===== src/rtl/hfr_pkg.sv =====
// Package for the HDLC frame receiver: result record, status codes and constants.
// Used by every module of the receiver; depends on nothing.
package hfr_pkg;

  localparam int unsigned MAX_FRAME_BYTES_DEF = 2048;
  localparam int unsigned QUEUE_DEPTH         = 4;

  localparam logic [7:0]  FLAG_BYTE    = 8'h7E;
  localparam logic [15:0] CRC_POLY     = 16'h8408;
  localparam logic [15:0] CRC_INIT     = 16'hFFFF;
  localparam logic [15:0] CRC_GOOD     = 16'hF0B8;
  localparam logic [7:0]  CTRL_BYTE    = 8'h03;
  localparam logic [7:0]  PROTO_BYTE   = 8'hCC;
  localparam int unsigned MIN_FRAME    = 6;
  localparam int unsigned ADDR_FRAME   = 24;

  typedef enum logic [3:0] {
    ST_ABORT      = 4'd0,
    ST_NONALIGNED = 4'd1,
    ST_RUNT       = 4'd2,
    ST_GIANT      = 4'd3,
    ST_CRC_ERR    = 4'd4,
    ST_OTHER_CH   = 4'd5,
    ST_NOT_IP     = 4'd6,
    ST_IP         = 4'd7,
    ST_READ       = 4'd8
  } status_e;

  typedef enum logic [2:0] {
    PH_HUNT    = 3'b001,
    PH_IDLE    = 3'b010,
    PH_FRAMING = 3'b100
  } phase_e;

  typedef enum logic [1:0] {
    EV_NONE  = 2'd0,
    EV_ABORT = 2'd1,
    EV_CLOSE = 2'd2,
    EV_READ  = 2'd3
  } event_e;

  typedef struct packed {
    status_e     status;
    logic [11:0] frame_len;
    logic [9:0]  channel_found;
    logic [15:0] packet_len;
    logic [31:0] target_addr;
    logic [7:0]  read_byte;
  } result_t;

endpackage


===== src/rtl/hfr_queue.sv =====
// Result queue of the HDLC frame receiver; the head drives the output channel.
// Depends on hfr_pkg.
module hfr_queue import hfr_pkg::*; (
  input  logic    clk_i,
  input  logic    rst_ni,
  input  logic    push_i,
  input  result_t push_data_i,
  input  logic    pop_i,
  output logic    valid_o,
  output result_t data_o,
  output logic [$clog2(QUEUE_DEPTH+1)-1:0] count_o
);

  localparam int unsigned PW = $clog2(QUEUE_DEPTH);
  localparam int unsigned NW = $clog2(QUEUE_DEPTH + 1);

  result_t       mem_q [QUEUE_DEPTH];
  logic [PW-1:0] wp_q, rp_q;
  logic [NW-1:0] cnt_q, cnt_d;
  logic          pop;

  assign pop     = pop_i && cnt_q != '0;
  assign valid_o = cnt_q != '0;
  assign data_o  = mem_q[rp_q];
  assign count_o = cnt_q;
  assign cnt_d   = cnt_q + NW'(push_i) - NW'(pop);

  always_ff @(posedge clk_i or negedge rst_ni) begin
    if (!rst_ni) begin
      wp_q  <= '0;
      rp_q  <= '0;
      cnt_q <= '0;
    end else begin
      if (push_i) begin
        wp_q <= (32'(wp_q) == QUEUE_DEPTH - 1) ? '0 : wp_q + PW'(1);
      end
      if (pop) begin
        rp_q <= (32'(rp_q) == QUEUE_DEPTH - 1) ? '0 : rp_q + PW'(1);
      end
      cnt_q <= cnt_d;
    end
  end

  always_ff @(posedge clk_i) begin
    if (push_i) begin
      mem_q[wp_q] <= push_data_i;
    end
  end

endmodule


===== config.mk =====
export PLATFORM = sky130hd
export DESIGN_NAME = hfr_queue
export DESIGN_NICKNAME = d
export VERILOG_FILES = /design/src/rtl/hfr_pkg.sv /design/src/rtl/hfr_queue.sv
export SDC_FILE = /design/constraint.sdc
export NUM_CORES = 1
export LEC_CHECK = 0
export ABC_AREA = 1
export ABC_CLOCK_PERIOD_IN_PS = 5300
export CORE_AREA = 2 2 237 239
export CTS_BUF_LIST = sky130_fd_sc_hd__clkbuf_16
export DETAILED_ROUTE_END_ITERATION = 8
export DIE_AREA = 0 0 239 241
export DONT_BUFFER_PORTS = 1
export PLACE_DENSITY = 0.41
export SETUP_SLACK_MARGIN = 0.15
export SLEW_MARGIN = 15
export SYNTH_ARGS = -nofsm -noshare
export SYNTH_HDL_FRONTEND = slang
export SYNTH_SLANG_ARGS = --single-unit
export TNS_END_PERCENT = 10

===== constraint.sdc =====
create_clock -name clk_i -period 5.3 [get_ports clk_i]
set_input_delay 1.325 -clock clk_i [delete_from_list [all_inputs] [get_ports clk_i]]
set_output_delay 1.325 -clock clk_i [all_outputs]
set_load 0.1 [all_outputs]

# Word level (Yosys, flattened, before mapping)

Memories as Yosys holds them, arrays and structs flattened.
Cells that the tools add are included.

Flip-flop bits (word level): 7
Bits in writable memories: 328
Input port bits: 86
Memories: 1

Memories:

| name  | depth | bits a word | read ports | clocked after Yosys merged registers in | write ports | RTL line        | text |
|---|---|---|---|---|---|---|---|
| mem_q | 4     | 82          | 1          | 0                                       | 1           | hfr_queue.sv:17 | `result_t mem_q [QUEUE_DEPTH];` |

$add $sub $neg: 4
Equal/unequal tests: 2
Muxes and demuxes: 4
Reduce and logical (&&, ||, !) cells: 2

Operators by type and width:

| cell                                                           | number |
|---|---|
| 2-bit by 1-bit adder with 2-bit output (second input constant) | 2 |
| 2-bit equality test (second input constant)                    | 2 |
| 2-bit two-way mux                                              | 2 |
| 3-bit by 1-bit adder with 3-bit output                         | 1 |
| 3-bit nonzero test                                             | 1 |
| 3-bit by 1-bit subtractor with 3-bit output                    | 1 |
| 1-bit two-way mux                                              | 2 |
| 1-bit logical AND                                              | 1 |

# Depth between registers and ports, before layout

Depth in word-level cells: 3
Depth in mapped cells: 12
Gate-level depth less buffers: 12

# Least setup slack after synthesis

OpenSTA, ideal clock, no wires.

Kind: input to register
From: in push_i
To: mem mem_q[3][0] (netlist bit) (enable)
Library setup time: 0.436 ns
Arrival time: 2.955 ns
Path slack: 1.909 ns
Stages: 2
Path through: nand2_1 inv_1

Cells in the longest elaborated chain, start to end: 2

RTL lines:

| element                                 | RTL line        | text |
|---|---|---|
| from (decl)                             | hfr_queue.sv:6  | `input logic push_i,` |
| 1-bit two-way mux                       | hfr_queue.sv:45 | `if (push_i) begin` |
| 1-bit two-way mux (implied by the code) | hfr_queue.sv:46 | `mem_q[wp_q] <= push_data_i;` |
| to (decl)                               | hfr_queue.sv:17 |  |

No other way between the ends.

==> impl_metrics.csv <==
group,metric,value,unit
logic_synthesis,yosysTopAreaCell,"edfxtp_1",
clocking,cts_tree,"done",
logic_synthesis,synth_top_family_by_area,"compound AO/OA/AOI/OAI gates",
clocking,cts_hold_buf,0,
clocking,clk_pin_slew,0.06,ns
route,route.detailed.drc,0,
logic_synthesis,postSynthAreaPerCell,13.5,um2
logic_synthesis,ys_types,18,
final_layout,drive_gt1_frac,0.0817,
clocking,cts-root-buf,"clkbuf_16",
clocking,cts_setup_buffers,0,
logic_synthesis,synth_warnings,0,
place,io_buffers,0,
setup_path,cp_cell_sequence,"buf_12 > o211ai_1 > nand2_1",
timing,slew_headroom,0.322,
route,antenna_left,0,
clocking,cts_sinks,335,
clocking,insertion_delay,0.53,ns
global_routing,grt_pass1_vias,7129,
timing,fin_crit_sh,0.785,
route,met1_length,12700,um
setup_path,timing.critical_path.arrival,2.84,ns
die,io_pins,172,
route,vias,7227,
setup_path,crit_required,3.97,ns
route,drt_iter0_markers,347,
final_layout,fillers,5568,
die,core_area,54900,um2
timing,hold_viol,0,
status,outcome,"finished, final reports clean",
timing,finalMaxSlewViolations,0,
logic_synthesis,synth_area,13600,um2
logic_synthesis,synth_nets,1102,
die,std_cell_rows,86,
setup_path,critical_path_class,"reg -> out",
setup_path,worstPathMaxFanout,94,
logic_synthesis,synth-simple-area-share,0.0737,
die,die_w,239,um
run,max_cap_violations,0,
global_routing,grt_max_degree,95,
logic_synthesis,ys_seq_area_frac,0.738,
setup_path,worstSetupEndpointType,"output pin",
route,top_layer_used,"met4",
global_routing,grt_pass1_wl,45500,um
setup_path,cp-start-kind,"register",
place,hpwl,17700,um
timing,fmax,240,MHz
global_routing,antenna_found_initial,0,
timing,finalCriticalPeriod,4.16,ns
die,initial_utilization,0.248,
clocking,cts_buffers,40,
setup_path,critPathSlowestCell,"dfrtp_4",
final_layout,final_nets,1106,
logic_synthesis,ys_ff_latch,335,
route,met3WireLength,2360,um
global_routing,grt-ovfl-total,0,
route,viasPerCell,4.14,
timing,rsz0062_at_grt,"no",
timing,fin_tns_setup,0,ns
timing,fin_skew,0.0123,ns
place,place_congestion,0.671,
timing,worst_pin_slew,1.01,ns
logic_synthesis,synth-xor-area-share,0.00129,
route,wirelength,30400,um
logic_synthesis,synth-adder-area-share,0.00792,
die,die_y,241,um
global_routing,grt_usage,0.106,
logic_synthesis,syn_inst,1008,
logic_synthesis,synth_area_leaders,"edfxtp_1 (72%), o211ai_1 (8.5%), nand2_1 (7.2%), inv_1 (4.9%), buf_6 (2.8%)",
route,drt-wirelength-per-cell,17.4,um
logic_synthesis,synth_compound_area_frac,0.0950,
clocking,ctsResizeCount,0,
final_layout,area_growth,14.0,%
route,wl_met2,14700,um
logic_synthesis,synth_mux_area_frac,0,
timing,setup_viol_count_final,0,
clocking,cts_max_path_buffers,3,
route,first_pass_iters,4,
die,die_area,57600,um2
worst_hold_path,min_path_type,"in -> async",
logic_synthesis,synth_top_area_share,0.725,
clocking,h-tree-depth,2,
setup_path,max_stage_delay,0.91,ns
cells in the mapped netlist:
master and number:
ha_1 7, dfrtp_1 7, inv_2 1, xnor2_1 1
xor2_1 1, buf_2 14, fa_1 1, clkbuf_1 5
nand3_1 2, o21ai_0 2, o211ai_1 154, o211ai_2 10
nand2_1 261, edfxtp_1 328, inv_1 176, nor2_1 3
buf_6 34, buf_4 1
path summary, 6_finish.rpt:
| kind | from | to | slack (ns) | depth (start not counted) |
|---|---|---|---|---|
| min | rst_ni | wp_q[1] | 0.48 | 0 |
| max reg2reg | count_o[2] | count_o[2] | 1.96 | 11 |
| min reg2reg | wp_q[0] | wp_q[0] | 0.61 | 3 |
| min in group clk_i | wp_q[0] | wp_q[0] | 0.61 | 3 |
| max in group asynchronous | rst_ni | rp_q[1] | 4.74 | 0 |
| max | rp_q[0] | data_o[58] | 1.14 | 3 |
stage by stage:
stage          instances  hold slack [ns]  setup WS [ns]  area, um2  utilization
6_report            1746            0.480           1.14      15500        0.282
5_1_grt             1745            0.432          0.939      15500        0.282
4_1_cts             1745            0.429           1.02      15500        0.282
3_5_place_dp        1674            0.604           1.62      14200        0.259
3_3_place_gp        1674            0.581           1.64      14200        0.259
2_1_floorplan       1008            0.551           1.91      13600            -
layout make-up:
| class | count | area (um2) | area share |
|---|---|---|---|
| flip-flops and latches | 335 | 10000 | 0.648 |
| multi-input cells | 442 | 2420 | 0.156 |
| clock buffers | 41 | 1030 | 0.0663 |
| well taps | 704 | 881 | 0.0569 |
| inverters | 177 | 676 | 0.0436 |
| clock inverters | 30 | 264 | 0.0171 |
| repair buffers | 16 | 183 | 0.0118 |
| diodes | 1 | 2.50 | 0.000162 |
cells by family (layout without fill, tap and decap cells):
logic type      after synthesis  count (layout)
other cells                   0               1
fa+ha+maj                     8               8
flops                       335             335
simple gates                266             266
buf+inv                     231             264
xor+xnor                      2               2
compound gates              166             166
state kept, by name, summed over array words and instances, names as in the netlist:
signal / flops
count_o: 3
mem_q: 328
rp_q: 2
wp_q: 2
critical path, delay by kind of cell, from the launching register on:
kind            cells  cell delay [ns]
compound gates      1             0.20
buf+inv             1             0.40
flops               1             0.91
simple gates        1             0.71
metal layers:
metal,up-vias,global-route usage
met2,151,0.177
met4,0,0.0341
li1,3517,-
met5,-,0
met3,52,0.0403
met1,3507,0.126
cell usage in the layout (no fill, tap or decap), types with 2 or more instances in the layout:
| cell type | netlist | final |
|---|---|---|
| clkbuf_16 | 0 | 41 |
| dfrtp_1 | 7 | 5 |
| nand2_1 | 261 | 261 |
| nor2_1 | 3 | 3 |
| o21ai_0 | 2 | 2 |
| buf_12 | 0 | 5 |
| dfrtp_4 | 0 | 2 |
| inv_4 | 0 | 4 |
| buf_4 | 1 | 11 |
| clkinvlp_4 | 0 | 2 |
| edfxtp_1 | 328 | 328 |
| clkinv_1 | 0 | 9 |
| o211ai_1 | 154 | 154 |
| clkinv_2 | 0 | 3 |
| ha_1 | 7 | 7 |
| inv_1 | 176 | 182 |
| nand3_1 | 2 | 2 |
| o211ai_2 | 10 | 10 |
| bufinv_16 | 0 | 5 |
| clkinv_4 | 0 | 2 |
Power is left out: the tool's default activity adds up to more than one toggle a clock period on the data nets, which glitch-free logic cannot reach.
